**config.mk**
```make
export PLATFORM = sky130hd
export DESIGN_NAME = mean_std_dev
export DESIGN_NICKNAME = d
export VERILOG_FILES = /design/src/rtl/msd_pkg.sv /design/src/rtl/mean_std_dev.sv /design/src/rtl/msd_accum.sv /design/src/rtl/msd_mul.sv /design/src/rtl/msd_sqrt.sv /design/src/rtl/msd_div.sv
export VERILOG_INCLUDE_DIRS = /design/src /design/src/rtl
export SDC_FILE = /design/constraint.sdc
export NUM_CORES = 2
export LEC_CHECK = 0
export BUFFER_PORTS_ARGS = -buffer_cell sky130_fd_sc_hd__buf_2
export CAP_MARGIN = 20
export CORE_MARGIN = 4
export CORE_UTILIZATION = 43
export CTS_CLUSTER_DIAMETER = 120
export DETAILED_ROUTE_END_ITERATION = 8
export PLACE_DENSITY_LB_ADDON = 0.12
export SYNTH_ARGS = -nofsm -noshare
export SYNTH_HDL_FRONTEND = slang
export SYNTH_SLANG_ARGS = --single-unit
```
**constraint.sdc**
```tcl
create_clock -name i_clk -period 8.6 [get_ports i_clk]
set_clock_uncertainty 0.2 [all_clocks]
set_input_delay 1.72 -clock i_clk [delete_from_list [all_inputs] [get_ports i_clk]]
set_output_delay 1.72 -clock i_clk [all_outputs]
set_load 0.005 [all_outputs]
```
**src/rtl/assert_macros.svh**
```systemverilog
// ----------------------------------------------------------------------------
// Assertion macros
// Shared shorthand for the clocked assertions of the statistics block.
// ----------------------------------------------------------------------------
`ifndef ASSERT_MACROS_SVH
`define ASSERT_MACROS_SVH

// Same-cycle implication, sampled on i_clk and off while i_rst_n is low.
`define MSD_ASSERT_NOW(label, ante, cons, msg) \
    label: assert property (@(posedge i_clk) disable iff (!i_rst_n) \
        (ante) |-> (cons)) else $error(msg);

// Next-cycle implication, sampled on i_clk and off while i_rst_n is low.
`define MSD_ASSERT_NEXT(label, ante, cons, msg) \
    label: assert property (@(posedge i_clk) disable iff (!i_rst_n) \
        (ante) |=> (cons)) else $error(msg);

`endif

```
**src/rtl/msd_pkg.sv**
```systemverilog
// ----------------------------------------------------------------------------
// msd_pkg
// Output field widths, default sizes and shared types of the mean and
// standard deviation block.
// ----------------------------------------------------------------------------
package msd_pkg;

    localparam int MEAN_W = 24;
    localparam int STD_W  = 23;
    localparam int CNT_W  = 13;

    localparam int DEF_MAX_SAMPLES   = 4096;
    localparam int DEF_SAMPLE_BITS   = 16;
    localparam int DEF_FRACTION_BITS = 8;

    typedef struct packed {
        logic set_ready;
        logic overflow;
    } t_acc_status;

endpackage

```
**src/rtl/mean_std_dev.sv**
```systemverilog
// ----------------------------------------------------------------------------
// mean_std_dev
// Population mean and standard deviation of a set of signed samples, in
// fixed point with FRACTION_BITS fractional bits.
//
//   channel   dir  ports                                  transfer
//   sample    in   i_sample, i_last_sample                start & !busy
//   result    out  o_mean_value, o_std_dev,               o_done, one cycle
//                  o_sample_count, o_count_overflow
//
// A sample without the last flag leaves busy low; the next may follow at once.
// The last sample of a set raises busy through the bit-serial products n*Q and
// S*S, the root alongside the division for the mean, and the division of the
// root by the count; the result is out in the first cycle with busy low.
// Reset is synchronous and active low and empties the accumulators.
// The receiver cannot stall: o_done is high for exactly one cycle per set.
// ----------------------------------------------------------------------------
`include "assert_macros.svh"

module mean_std_dev #(
    parameter int MAX_SAMPLES   = msd_pkg::DEF_MAX_SAMPLES,
    parameter int SAMPLE_BITS   = msd_pkg::DEF_SAMPLE_BITS,
    parameter int FRACTION_BITS = msd_pkg::DEF_FRACTION_BITS
) (
    input  logic                          i_clk,
    input  logic                          i_rst_n,
    input  logic                          start,
    output logic                          busy,
    input  logic signed [SAMPLE_BITS-1:0] i_sample,
    input  logic                          i_last_sample,
    output logic                          o_done,
    output logic signed [msd_pkg::MEAN_W-1:0] o_mean_value,
    output logic [msd_pkg::STD_W-1:0]     o_std_dev,
    output logic [msd_pkg::CNT_W-1:0]     o_sample_count,
    output logic                          o_count_overflow
);
    import msd_pkg::*;

    localparam int CW  = $clog2(MAX_SAMPLES + 1);
    localparam int SW  = CW + SAMPLE_BITS - 1;
    localparam int QW  = CW + 2 * SAMPLE_BITS - 2;
    localparam int VW  = 2 * SW;
    localparam int VEW = VW + 2 * FRACTION_BITS;
    localparam int RW  = VEW / 2;
    localparam int MNW = SW + FRACTION_BITS;
    localparam int DW  = (MNW > RW) ? MNW : RW;

    typedef enum logic [2:0] {
        S_IDLE,
        S_MUL,
        S_SUB,
        S_ROOT,
        S_DEV
    } t_state;

    t_state             r_state;
    logic               r_busy;
    logic               r_done;
    logic               r_mul_go;
    logic               r_sqrt_go;
    logic               r_div_go;
    logic               r_nq_ok;
    logic               r_ss_ok;
    logic               r_mean_ok;
    logic               r_root_ok;
    logic [VW-1:0]      r_var;
    logic [DW-1:0]      r_mean;
    logic signed [MEAN_W-1:0] r_mean_out;
    logic [STD_W-1:0]   r_std_out;
    logic [CNT_W-1:0]   r_cnt_out;
    logic               r_ovf_out;

    logic               w_accept;
    logic               w_clear;
    logic signed [SW:0] w_sum;
    logic [QW-1:0]      w_sq_sum;
    logic [CW-1:0]      w_count;
    t_acc_status        w_status;
    logic [SW-1:0]      w_smag;
    logic               w_nq_done;
    logic               w_ss_done;
    logic [VW-1:0]      w_nq;
    logic [VW-1:0]      w_ss;
    logic               w_root_done;
    logic [RW-1:0]      w_root;
    logic               w_div_done;
    logic [DW-1:0]      w_div_num;
    logic [DW-1:0]      w_quot;
    logic signed [DW:0] w_mean_s;

    assign w_accept = start & ~r_busy;
    assign w_clear  = (r_state == S_DEV) && w_div_done;
    assign w_smag   = w_sum[SW] ? SW'(-w_sum) : SW'(w_sum);

    // The shared divider first takes the scaled sum, then the root.
    assign w_div_num = (r_state == S_DEV) ? DW'(w_root)
                                          : (DW'(w_smag) << FRACTION_BITS);
    assign w_mean_s  = w_sum[SW] ? -$signed({1'b0, r_mean}) : $signed({1'b0, r_mean});

    msd_accum #(
        .MAX_SAMPLES (MAX_SAMPLES),
        .SAMPLE_BITS (SAMPLE_BITS)
    ) u_accum (
        .i_clk    (i_clk),
        .i_rst_n  (i_rst_n),
        .i_take   (w_accept),
        .i_sample (i_sample),
        .i_last   (i_last_sample),
        .i_clear  (w_clear),
        .o_sum    (w_sum),
        .o_sq_sum (w_sq_sum),
        .o_count  (w_count),
        .o_status (w_status)
    );

    msd_mul #(
        .AW (QW),
        .BW (CW)
    ) u_mul_nq (
        .i_clk   (i_clk),
        .i_rst_n (i_rst_n),
        .i_start (r_mul_go),
        .i_a     (w_sq_sum),
        .i_b     (w_count),
        .o_done  (w_nq_done),
        .o_prod  (w_nq)
    );

    msd_mul #(
        .AW (SW),
        .BW (SW)
    ) u_mul_ss (
        .i_clk   (i_clk),
        .i_rst_n (i_rst_n),
        .i_start (r_mul_go),
        .i_a     (w_smag),
        .i_b     (w_smag),
        .o_done  (w_ss_done),
        .o_prod  (w_ss)
    );

    msd_sqrt #(
        .RW (RW)
    ) u_sqrt (
        .i_clk   (i_clk),
        .i_rst_n (i_rst_n),
        .i_start (r_sqrt_go),
        .i_rad   (VEW'(r_var) << (2 * FRACTION_BITS)),
        .o_done  (w_root_done),
        .o_root  (w_root)
    );

    msd_div #(
        .DW (DW),
        .NW (CW)
    ) u_div (
        .i_clk   (i_clk),
        .i_rst_n (i_rst_n),
        .i_start (r_div_go),
        .i_num   (w_div_num),
        .i_den   (w_count),
        .o_done  (w_div_done),
        .o_quot  (w_quot)
    );

    always_ff @(posedge i_clk) begin
        if (!i_rst_n) begin
            r_state   <= S_IDLE;
            r_busy    <= 1'b0;
            r_done    <= 1'b0;
            r_mul_go  <= 1'b0;
            r_sqrt_go <= 1'b0;
            r_div_go  <= 1'b0;
            r_nq_ok   <= 1'b0;
            r_ss_ok   <= 1'b0;
            r_mean_ok <= 1'b0;
            r_root_ok <= 1'b0;
        end else begin
            r_done    <= 1'b0;
            r_mul_go  <= 1'b0;
            r_sqrt_go <= 1'b0;
            r_div_go  <= 1'b0;
            if (w_accept && i_last_sample) begin
                r_busy <= 1'b1;
            end
            unique case (r_state)
                S_IDLE: begin
                    if (w_status.set_ready) begin
                        r_mul_go <= 1'b1;
                        r_nq_ok  <= 1'b0;
                        r_ss_ok  <= 1'b0;
                        r_state  <= S_MUL;
                    end
                end
                S_MUL: begin
                    if (w_nq_done) begin
                        r_nq_ok <= 1'b1;
                    end
                    if (w_ss_done) begin
                        r_ss_ok <= 1'b1;
                    end
                    if ((r_nq_ok || w_nq_done) && (r_ss_ok || w_ss_done)) begin
                        r_state <= S_SUB;
                    end
                end
                S_SUB: begin
                    // n*Q - S*S is never negative for real data.
                    r_var     <= w_nq - w_ss;
                    r_sqrt_go <= 1'b1;
                    r_div_go  <= 1'b1;
                    r_mean_ok <= 1'b0;
                    r_root_ok <= 1'b0;
                    r_state   <= S_ROOT;
                end
                S_ROOT: begin
                    if (w_div_done) begin
                        r_mean    <= w_quot;
                        r_mean_ok <= 1'b1;
                    end
                    if (w_root_done) begin
                        r_root_ok <= 1'b1;
                    end
                    if ((r_mean_ok || w_div_done) && (r_root_ok || w_root_done)) begin
                        r_div_go <= 1'b1;
                        r_state  <= S_DEV;
                    end
                end
                S_DEV: begin
                    if (w_div_done) begin
                        r_mean_out <= MEAN_W'(w_mean_s);
                        r_std_out  <= STD_W'(w_quot);
                        r_cnt_out  <= CNT_W'(w_count);
                        r_ovf_out  <= w_status.overflow;
                        r_done     <= 1'b1;
                        r_busy     <= 1'b0;
                        r_state    <= S_IDLE;
                    end
                end
                default: begin
                    r_state <= S_IDLE;
                end
            endcase
        end
    end

    assign busy             = r_busy;
    assign o_done           = r_done;
    assign o_mean_value     = r_mean_out;
    assign o_std_dev        = r_std_out;
    assign o_sample_count   = r_cnt_out;
    assign o_count_overflow = r_ovf_out;

    `MSD_ASSERT_NOW(a_active_busy, r_state != S_IDLE, r_busy, "sequencer active while not busy")
    `MSD_ASSERT_NEXT(a_done_pulse, r_done, !r_done, "result strobe longer than one cycle")
    `MSD_ASSERT_NOW(a_done_free, r_done, !r_busy, "busy still high with result out")

endmodule

```
**src/rtl/msd_accum.sv**
```systemverilog
// ----------------------------------------------------------------------------
// msd_accum
// Squares each sample and keeps the count, running sum and running sum of
// squares of the current set.
// ----------------------------------------------------------------------------
`include "assert_macros.svh"

module msd_accum #(
    parameter int MAX_SAMPLES = msd_pkg::DEF_MAX_SAMPLES,
    parameter int SAMPLE_BITS = msd_pkg::DEF_SAMPLE_BITS
) (
    input  logic                                    i_clk,
    input  logic                                    i_rst_n,
    input  logic                                    i_take,
    input  logic signed [SAMPLE_BITS-1:0]           i_sample,
    input  logic                                    i_last,
    input  logic                                    i_clear,
    output logic signed [$clog2(MAX_SAMPLES+1)+SAMPLE_BITS-1:0] o_sum,
    output logic [$clog2(MAX_SAMPLES+1)+2*SAMPLE_BITS-3:0]      o_sq_sum,
    output logic [$clog2(MAX_SAMPLES+1)-1:0]        o_count,
    output msd_pkg::t_acc_status                    o_status
);
    import msd_pkg::*;

    localparam int CW  = $clog2(MAX_SAMPLES + 1);
    localparam int SW  = CW + SAMPLE_BITS - 1;
    localparam int QW  = CW + 2 * SAMPLE_BITS - 2;
    localparam int XQW = 2 * SAMPLE_BITS - 1;

    logic                            r_a_vld;
    logic                            r_a_last;
    logic signed [SAMPLE_BITS-1:0]   r_a_x;
    logic [XQW-1:0]                  r_a_sq;
    logic signed [2*SAMPLE_BITS-1:0] w_square;
    logic signed [SW:0]              r_sum;
    logic [QW-1:0]                   r_sq_sum;
    logic [CW-1:0]                   r_count;
    logic                            r_ovf;
    logic                            r_ready;
    logic                            w_full;

    assign w_square = i_sample * i_sample;
    assign w_full   = (r_count >= CW'(MAX_SAMPLES));

    // Stage A holds the sample and its square, stage B adds them in.
    always_ff @(posedge i_clk) begin
        r_a_x  <= i_sample;
        r_a_sq <= w_square[XQW-1:0];
        if (!i_rst_n) begin
            r_a_vld  <= 1'b0;
            r_a_last <= 1'b0;
            r_sum    <= '0;
            r_sq_sum <= '0;
            r_count  <= '0;
            r_ovf    <= 1'b0;
            r_ready  <= 1'b0;
        end else begin
            r_a_vld  <= i_take;
            r_a_last <= i_take & i_last;
            if (i_clear) begin
                r_sum    <= '0;
                r_sq_sum <= '0;
                r_count  <= '0;
                r_ovf    <= 1'b0;
                r_ready  <= 1'b0;
            end else if (r_a_vld) begin
                if (w_full) begin
                    r_ovf <= 1'b1;
                end else begin
                    r_sum    <= r_sum + (SW+1)'(r_a_x);
                    r_sq_sum <= r_sq_sum + QW'(r_a_sq);
                    r_count  <= r_count + 1'b1;
                end
                if (r_a_last) begin
                    r_ready <= 1'b1;
                end
            end
        end
    end

    assign o_sum              = r_sum;
    assign o_sq_sum           = r_sq_sum;
    assign o_count            = r_count;
    assign o_status.set_ready = r_ready;
    assign o_status.overflow  = r_ovf;

    `MSD_ASSERT_NOW(a_count_cap, 1'b1, r_count <= CW'(MAX_SAMPLES), "count above set limit")

endmodule

```
**src/rtl/msd_mul.sv**
```systemverilog
// ----------------------------------------------------------------------------
// msd_mul
// Bit-serial shift-and-add multiplier, one multiplier bit per cycle,
// most significant bit first.
// ----------------------------------------------------------------------------
module msd_mul #(
    parameter int AW = 16,
    parameter int BW = 16
) (
    input  logic             i_clk,
    input  logic             i_rst_n,
    input  logic             i_start,
    input  logic [AW-1:0]    i_a,
    input  logic [BW-1:0]    i_b,
    output logic             o_done,
    output logic [AW+BW-1:0] o_prod
);
    localparam int PW   = AW + BW;
    localparam int CNTW = $clog2(BW + 1);

    logic [AW-1:0]   r_a;
    logic [BW-1:0]   r_b;
    logic [PW-1:0]   r_acc;
    logic [PW-1:0]   n_acc;
    logic [CNTW-1:0] r_cnt;
    logic            r_run;
    logic            r_done;

    assign n_acc = {r_acc[PW-2:0], 1'b0} + (r_b[BW-1] ? PW'(r_a) : PW'(0));

    always_ff @(posedge i_clk) begin
        if (!i_rst_n) begin
            r_run  <= 1'b0;
            r_done <= 1'b0;
            r_cnt  <= '0;
        end else begin
            r_done <= 1'b0;
            if (i_start) begin
                r_a   <= i_a;
                r_b   <= i_b;
                r_acc <= '0;
                r_cnt <= CNTW'(BW);
                r_run <= 1'b1;
            end else if (r_run) begin
                r_acc <= n_acc;
                r_b   <= r_b << 1;
                r_cnt <= r_cnt - 1'b1;
                if (r_cnt == CNTW'(1)) begin
                    r_run  <= 1'b0;
                    r_done <= 1'b1;
                end
            end
        end
    end

    assign o_done = r_done;
    assign o_prod = r_acc;

endmodule

```
**src/rtl/msd_sqrt.sv**
```systemverilog
// ----------------------------------------------------------------------------
// msd_sqrt
// Restoring integer square root, one root bit (two radicand bits) per cycle.
// ----------------------------------------------------------------------------
module msd_sqrt #(
    parameter int RW = 16
) (
    input  logic            i_clk,
    input  logic            i_rst_n,
    input  logic            i_start,
    input  logic [2*RW-1:0] i_rad,
    output logic            o_done,
    output logic [RW-1:0]   o_root
);
    localparam int CNTW = $clog2(RW + 1);

    logic [2*RW-1:0] r_rad;
    logic [RW:0]     r_rem;
    logic [RW-1:0]   r_root;
    logic [RW+2:0]   w_rem_sh;
    logic [RW+2:0]   w_trial;
    logic [RW+2:0]   w_diff;
    logic            w_ge;
    logic [RW:0]     n_rem;
    logic [CNTW-1:0] r_cnt;
    logic            r_run;
    logic            r_done;

    // Remainder never exceeds twice the partial root, so RW+1 bits hold it.
    assign w_rem_sh = {r_rem, r_rad[2*RW-1 -: 2]};
    assign w_trial  = {1'b0, r_root, 2'b01};
    assign w_ge     = (w_rem_sh >= w_trial);
    assign w_diff   = w_rem_sh - w_trial;
    assign n_rem    = w_ge ? w_diff[RW:0] : w_rem_sh[RW:0];

    always_ff @(posedge i_clk) begin
        if (!i_rst_n) begin
            r_run  <= 1'b0;
            r_done <= 1'b0;
            r_cnt  <= '0;
        end else begin
            r_done <= 1'b0;
            if (i_start) begin
                r_rad  <= i_rad;
                r_rem  <= '0;
                r_root <= '0;
                r_cnt  <= CNTW'(RW);
                r_run  <= 1'b1;
            end else if (r_run) begin
                r_rad  <= r_rad << 2;
                r_rem  <= n_rem;
                r_root <= {r_root[RW-2:0], w_ge};
                r_cnt  <= r_cnt - 1'b1;
                if (r_cnt == CNTW'(1)) begin
                    r_run  <= 1'b0;
                    r_done <= 1'b1;
                end
            end
        end
    end

    assign o_done = r_done;
    assign o_root = r_root;

endmodule

```
**src/rtl/msd_div.sv**
```systemverilog
// ----------------------------------------------------------------------------
// msd_div
// Restoring unsigned divider, one quotient bit per cycle. The quotient
// shifts in where the dividend shifts out.
// ----------------------------------------------------------------------------
module msd_div #(
    parameter int DW = 32,
    parameter int NW = 16
) (
    input  logic          i_clk,
    input  logic          i_rst_n,
    input  logic          i_start,
    input  logic [DW-1:0] i_num,
    input  logic [NW-1:0] i_den,
    output logic          o_done,
    output logic [DW-1:0] o_quot
);
    localparam int CNTW = $clog2(DW + 1);

    logic [DW-1:0]   r_q;
    logic [NW-1:0]   r_rem;
    logic [NW-1:0]   r_den;
    logic [NW:0]     w_rem_sh;
    logic [NW:0]     w_diff;
    logic            w_ge;
    logic [NW-1:0]   n_rem;
    logic [CNTW-1:0] r_cnt;
    logic            r_run;
    logic            r_done;

    assign w_rem_sh = {r_rem, r_q[DW-1]};
    assign w_ge     = (w_rem_sh >= {1'b0, r_den});
    assign w_diff   = w_rem_sh - {1'b0, r_den};
    assign n_rem    = w_ge ? w_diff[NW-1:0] : w_rem_sh[NW-1:0];

    always_ff @(posedge i_clk) begin
        if (!i_rst_n) begin
            r_run  <= 1'b0;
            r_done <= 1'b0;
            r_cnt  <= '0;
        end else begin
            r_done <= 1'b0;
            if (i_start) begin
                r_q   <= i_num;
                r_rem <= '0;
                r_den <= i_den;
                r_cnt <= CNTW'(DW);
                r_run <= 1'b1;
            end else if (r_run) begin
                r_q   <= {r_q[DW-2:0], w_ge};
                r_rem <= n_rem;
                r_cnt <= r_cnt - 1'b1;
                if (r_cnt == CNTW'(1)) begin
                    r_run  <= 1'b0;
                    r_done <= 1'b1;
                end
            end
        end
    end

    assign o_done = r_done;
    assign o_quot = r_q;

endmodule

```
# --- Word level (Yosys, flattened, before mapping) ---
# Cells that the tools add are included.
totals:
  regBits: 747
  elab_cells: 205
  output_inout_bits: 63
  inputBits: 20
classes:
  magnitude_cmp: 3
  muxes: 66
  eq_ne: 16
  n_reduce_logical: 42
  add_sub_neg: 14
  multipliers: 1
  bitwise: 9
ops:
  columns: ["cell", "count"]
  rows:
  - ["two-way mux 36 bit", 4]
  - ["two-way mux 72 bit", 2]
  - ["adder 56 bit", 2]
  - ["two-way mux 28 bit", 4]
  - ["two-way mux 56 bit", 2]
  - ["two-way mux 37 bit", 2]
  - ["subtractor 56 bit", 1]
  - ["two-way mux 13 bit", 4]
  - ["adder 43 x 31 -> 43 bit", 1]
  - ["two-way mux 43 bit", 1]
  - [">= comparator 39 x 38 -> 1 bit", 1]
  - ["subtractor 37 bit", 1]
  - ["multiplier 16 x 16 -> 31 bit", 1]
  - ["adder 29 x 16 -> 29 bit", 1]
  - ["two-way mux 1 bit", 28]
  - ["negation 28 bit", 1]
  - ["AND reduction 2 bit", 14]
  - ["two-way mux 24 bit", 1]
  - ["two-way mux 6 bit", 4]
  - ["negation 24 bit", 1]
  - ["one-hot mux 3 bit (5 select lines)", 1]
  - [">= comparator 14 x 13 -> 1 bit", 1]
  - ["adder 13 x 1 -> 13 bit, second input constant", 1]
  - [">= comparator 13 bit, second input constant", 1]
  - ["26 further kinds", 71]

# --- Logic depth before layout (Yosys ltp) ---
depth:
  ltp_word: 6
  ltp_mapped: 27
  ltp_nobuf: 25

# --- By module ---
# A second synthesis with hierarchy kept.
hier_totals:
  hier_cells: 5034
  area_unflattened_um2: 51107.8
modules_own_cells:
  columns: ["mod", "n_inst", "seq_area_each_um2", "area_per_inst_um2", "cells_each"]
  rows:
  - ["msd_accum", 1, 2682.6, 15999.1, 1826]
  - ["mean_std_dev", 1, 4474.3, 9544.2, 976]
  - ["msd_sqrt", 1, 4514.3, 8474.4, 730]
  - ["msd_mul at u_mul_nq", 1, 3483.3, 6920.4, 642]
  - ["msd_mul at u_mul_ss", 1, 3503.4, 6617.6, 586]
  - ["msd_div", 1, 2021.9, 3552.2, 274]

# --- Worst setup path before layout ---
# Ideal clock, no wire load.
synth_path:
  path_kind: "input to register"
  from: "input port i_sample[15]"
  to: "register u_accum.r_a_sq[30]"
  stages: 24
  slack_ns: 0.558
  path_buffers: 2
  t_arrival_ns: 7.770
  path_cell_list: "clkbuf_1 -> clkinv_1 -> buf_1 -> nor2_1 -> fa_1 -> inv_1 -> fa_1 -> inv_1 -> fa_1 -> fa_1 -> fa_1 -> inv_1 -> fa_1 -> inv_1 -> ha_1 -> o21a_1 -> nor2_1 -> nor2_1 -> a221o_1 -> nor3_1 -> a21oi_1 -> a21o_1 -> a21oi_1 -> xnor2_1"
synth_via:
  elab_chain_cells: 1
synth_lines:
  columns: ["item", "line_no", "text"]
  rows:
  - ["start: declaration", "mean_std_dev.sv:29", "input logic signed [SAMPLE_BITS-1:0] i_sample,"]
  - ["multiplier 16 x 16 -> 31 bit", "msd_accum.sv:42", "assign w_square = i_sample * i_sample;"]
  - ["net u_accum.w_square[30]", "msd_accum.sv:34", "logic signed [2*SAMPLE_BITS-1:0] w_square;"]
  - ["end signal: assignment", "msd_accum.sv:48", "r_a_sq <= w_square[XQW-1:0];"]
  - ["end: declaration", "msd_accum.sv:33", "logic [XQW-1:0] r_a_sq;"]
# The timed path passes the listed nets, and every way through them passes these cells.
# A chain may end at the register's enable or synchronous reset.

# --- Final worst setup path ---
layout_path:
  from: "input port i_sample[1]"
  to: "register u_accum.r_a_sq[22]"
# The elaborated chain is that of the path after synthesis.

==> results.sh <==
export IMPL_status="finished, final reports clean"
export IMPL_synthMostInstantiatedCell="edfxtp_1"
export IMPL_cts_max_level=3
export IMPL_rows=123
export IMPL_cts_tree="built"
export IMPL_postSynthAreaPerCell_sq_um=10.1
export IMPL_final_cells=6461
export IMPL_dr_pass1_iters=5
export IMPL_startpoint_type="primary input"
export IMPL_final_util_pct=47.8
export IMPL_yosysWarnings=0
export IMPL_ys_ff_latch=731
export IMPL_yosysTopAreaCell="edfxtp_1"
export IMPL_dp_hpwl_mm=88.2
export IMPL_cp_end_kind="flip-flop"
export IMPL_port_buffers=82
export IMPL_fin_crit_sh_pct=86.6
export IMPL_finalHoldViolCount=0
export IMPL_p_total_mw=14.3
export IMPL_cts_root_buffer="clkbuf_16"
export IMPL_grt_pass1_wl_mm=188
export IMPL_place_worst_setup_slack_ns=0.409
export IMPL_drc=0
export IMPL_period_needed_ns=7.44
export IMPL_async_reset_ff_share_pct=0
export IMPL_grt_max_degree=74
export IMPL_critPathKind="in -> reg"
export IMPL_holdWs_ns=0.243
export IMPL_totalWireLength_mm=116
export IMPL_drive_gt1_share_pct=8.33
export IMPL_clk_latency_ns=0.65
export IMPL_min_path_type="reg -> reg"
export IMPL_drt_iter0_drc=2174
export IMPL_fin_nets=5469
export IMPL_leakagePower_nw=22.4
export IMPL_ys_flop_type="edfxtp_1"
export IMPL_start_util_pct=43.5
export IMPL_r2r_start="u_mul_ss.r_b[27]"
export IMPL_syn_inst=4840
export IMPL_r2r_end="u_mul_ss.o_prod[55]"
export IMPL_cts_buffers=85
export IMPL_cap_violations=0
export IMPL_cts_reportedPaths_clkPinSlew_ns=0.06
export IMPL_hold_buffers=0
export IMPL_multi_input_area_sq_um=26200
export IMPL_min_path_cells=0
export IMPL_fin_ws_ns=1.16
export IMPL_pwr_share_seq_pct=28.6
export IMPL_cts_setup_buffers=0
export IMPL_area_growth_pct=10.0
export IMPL_crit_start="i_sample[1]"
export IMPL_ant_nets=0
export IMPL_yosys_top_cells_area="edfxtp_1 34%, fa_1 9.6%, ha_1 8.3%"
export IMPL_clockBufferDepth=3
export IMPL_overflow=0
export IMPL_cts_resized_gates=0
export IMPL_vias=34100
export IMPL_setup_tns_ns=0
export IMPL_syn_cell_area_sq_um=49000
export IMPL_cp_max_fo=17
export IMPL_via_per_inst=5.28
export IMPL_io_pins=83
export IMPL_syn_num_nets=5422
export IMPL_slew_violations=0
export IMPL_setup_viol=0
export IMPL_post_place_cells=6300
export IMPL_r2r_cells=14
export IMPL_wl_per_cell_microns=17.9
export IMPL_worstPathArrival_ns=7.82
export IMPL_routabilityCongestion=0.849
export IMPL_rsz0062_at_grt="no"
export IMPL_antenna_found_initial=0
export IMPL_grt_usage_pct=19.3
export IMPL_yosysTopAreaCellShare_pct=34.1
export IMPL_fill_cells=10600
export IMPL_reg2reg_slack_ns=3.63
export IMPL_power_switching_mw=5.21
export IMPL_yosysUniqueCellTypes=90
export IMPL_p_clk_share_pct=26.2
export IMPL_cts_sinks=731
export IMPL_die_x_microns=346
export IMPL_swShare_pct=36.4
export IMPL_die_area_sq_um=119000
export IMPL_fmax_mhz=134
export IMPL_max_slew_margin_rel_pct=33.8
export IMPL_core_area_sq_um=113000
export IMPL_regArea_sq_um=20200
export IMPL_required_ns=8.98
export IMPL_tightest_slew_ns=0.994
export IMPL_placed_cell_area_sq_um=51000
export IMPL_finalInstanceArea_sq_um=53900
export IMPL_irDropWorstVdd_mv=0.291
export IMPL_grt_pass1_vias=33800
export IMPL_p_comb_share_pct=45.1
export IMPL_ys_seq_area_share_pct=41.2
export IMPL_powerDensity_nw_per_um2=265
export IMPL_die_y_microns=346
export IMPL_internal_power_mw=9.10
export IMPL_endpoint="u_accum.r_a_sq[22]"
export IMPL_synth_common_cells="556 x edfxtp_1, 548 x inv_1, 415 x nor2_1"
export IMPL_synth_edf_count=556
how the worst min path moves through the flow:
stage                  startpoint               end  slack, ns
floorplan           u_accum.r_ovf  o_count_overflow       0.21
global placement    u_accum.r_ovf  o_count_overflow       0.23
detailed placement  u_accum.r_ovf  o_count_overflow       0.23
CTS                          busy   u_accum.r_a_vld       0.25
global route        u_accum.r_ovf  o_count_overflow       0.26
finish              u_accum.r_ovf  o_count_overflow       0.24
final cells by class:
| cell class | count | area share (%) |
|---|---|---|
| Antenna cell | 2 | 0.00928 |
| Clock buffer | 108 | 4.33 |
| Clock inverter | 51 | 1.07 |
| Inverter | 549 | 3.82 |
| Multi-Input combinational cell | 3403 | 48.6 |
| Sequential cell | 731 | 37.5 |
| Tap cell | 1500 | 3.48 |
| Timing Repair Buffer | 117 | 1.25 |
power by group through the flow:
| stage | Clock (mW) | Combinational, mW | Sequential (mW) |
|---|---|---|---|
| floorplan | 0 | 5.19 | 4.12 |
| detailed placement | 0 | 6.49 | 4.17 |
| global route | 4.01 | 7.44 | 4.11 |
| global placement | 0 | 6.47 | 4.17 |
| CTS | 3.86 | 6.53 | 4.10 |
| finish | 3.76 | 6.46 | 4.10 |
cells in the final DEF (no fill, tap or decap), drive strengths merged, types with 32 or more instances in the layout:
cell | Yosys | final
nor3 | 59 | 59
mux2i | 47 | 47
fa | 235 | 235
mux2 | 95 | 95
dfxtp | 175 | 175
inv | 548 | 554
and3 | 56 | 56
clkbuf | 137 | 108
xnor2 | 223 | 223
a31oi | 32 | 32
nand4 | 36 | 36
o21ai | 184 | 184
edfxtp | 556 | 556
ha | 327 | 327
nor2b | 40 | 40
a21o | 137 | 137
and2 | 132 | 132
or3 | 38 | 38
o21a | 46 | 46
nand2 | 397 | 397
a211oi | 45 | 45
nor2 | 416 | 416
nand3 | 75 | 75
buf | 20 | 117
xor2 | 124 | 124
a21oi | 324 | 324
per-layer routing:
layer | share of wire [%] | vias to the layer above | routed length, microns | global-route usage (%)
li1 | - | 16900 | - | -
met2 | 45 | 564 | 52000 | 30.5
met3 | 3.6 | 118 | 4130 | 2.35
met5 | 0 | - | 0 | 0
met1 | 50 | 16500 | 57800 | 28.6
met4 | 1.7 | 0 | 1960 | 3.79
cells by family (layout without fill, tap and decap cells):
group | count (synthesis) | in the layout | synth area share, %
AO/OA/AOI/OAI | 996 | 996 | 13.1
XOR/XNOR | 347 | 347 | 6.20
AND/OR/NAND/NOR | 1356 | 1356 | 13.0
other | 0 | 2 | 0
flip-flops | 731 | 731 | 41.2
adder cells (fa/ha/maj) | 562 | 562 | 17.9
buffers and inverters | 706 | 825 | 5.47
multiplexers | 142 | 142 | 3.14
flip-flops by register name, indices dropped and copies added, names as in the netlist, 6 cells and up:
name and count:
u_accum.r_a_sq 29, u_div.r_den 13, u_mul_nq.r_b 13, u_mul_ss.o_prod 56, u_accum.o_count 13, u_sqrt.r_rad 56, r_var 56, u_sqrt.r_rem 37
u_div.r_cnt 6, u_mul_nq.o_prod 56, u_accum.r_a_x 16, r_mean 24, o_mean_value 24, u_sqrt.o_root 36, o_sample_count 13, u_mul_ss.r_a 28
u_mul_ss.r_b 28, u_accum.o_sum 29, u_div.o_quot 36, u_div.r_rem 13, u_accum.o_sq_sum 43, o_std_dev 23, u_sqrt.r_cnt 6, u_mul_nq.r_a 43
worst max-delay path, cell delays in order:
cell      delay (ns)
buf_2           0.34
nand2_1         0.14
fa_1            0.60
fa_1            0.45
fa_1            0.51
inv_1           0.05
fa_1            0.47
fa_1            0.55
inv_1           0.06
fa_1            0.53
inv_1           0.04
ha_1            0.25
or3_1           0.36
a211o_1         0.25
a31oi_1         0.26
o21ai_0         0.29
a211oi_1        0.32
nor2_1          0.09
o21ai_0         0.22
nor2b_1         0.19
xnor2_1         0.12
Power figures use the tool's default switching activity.
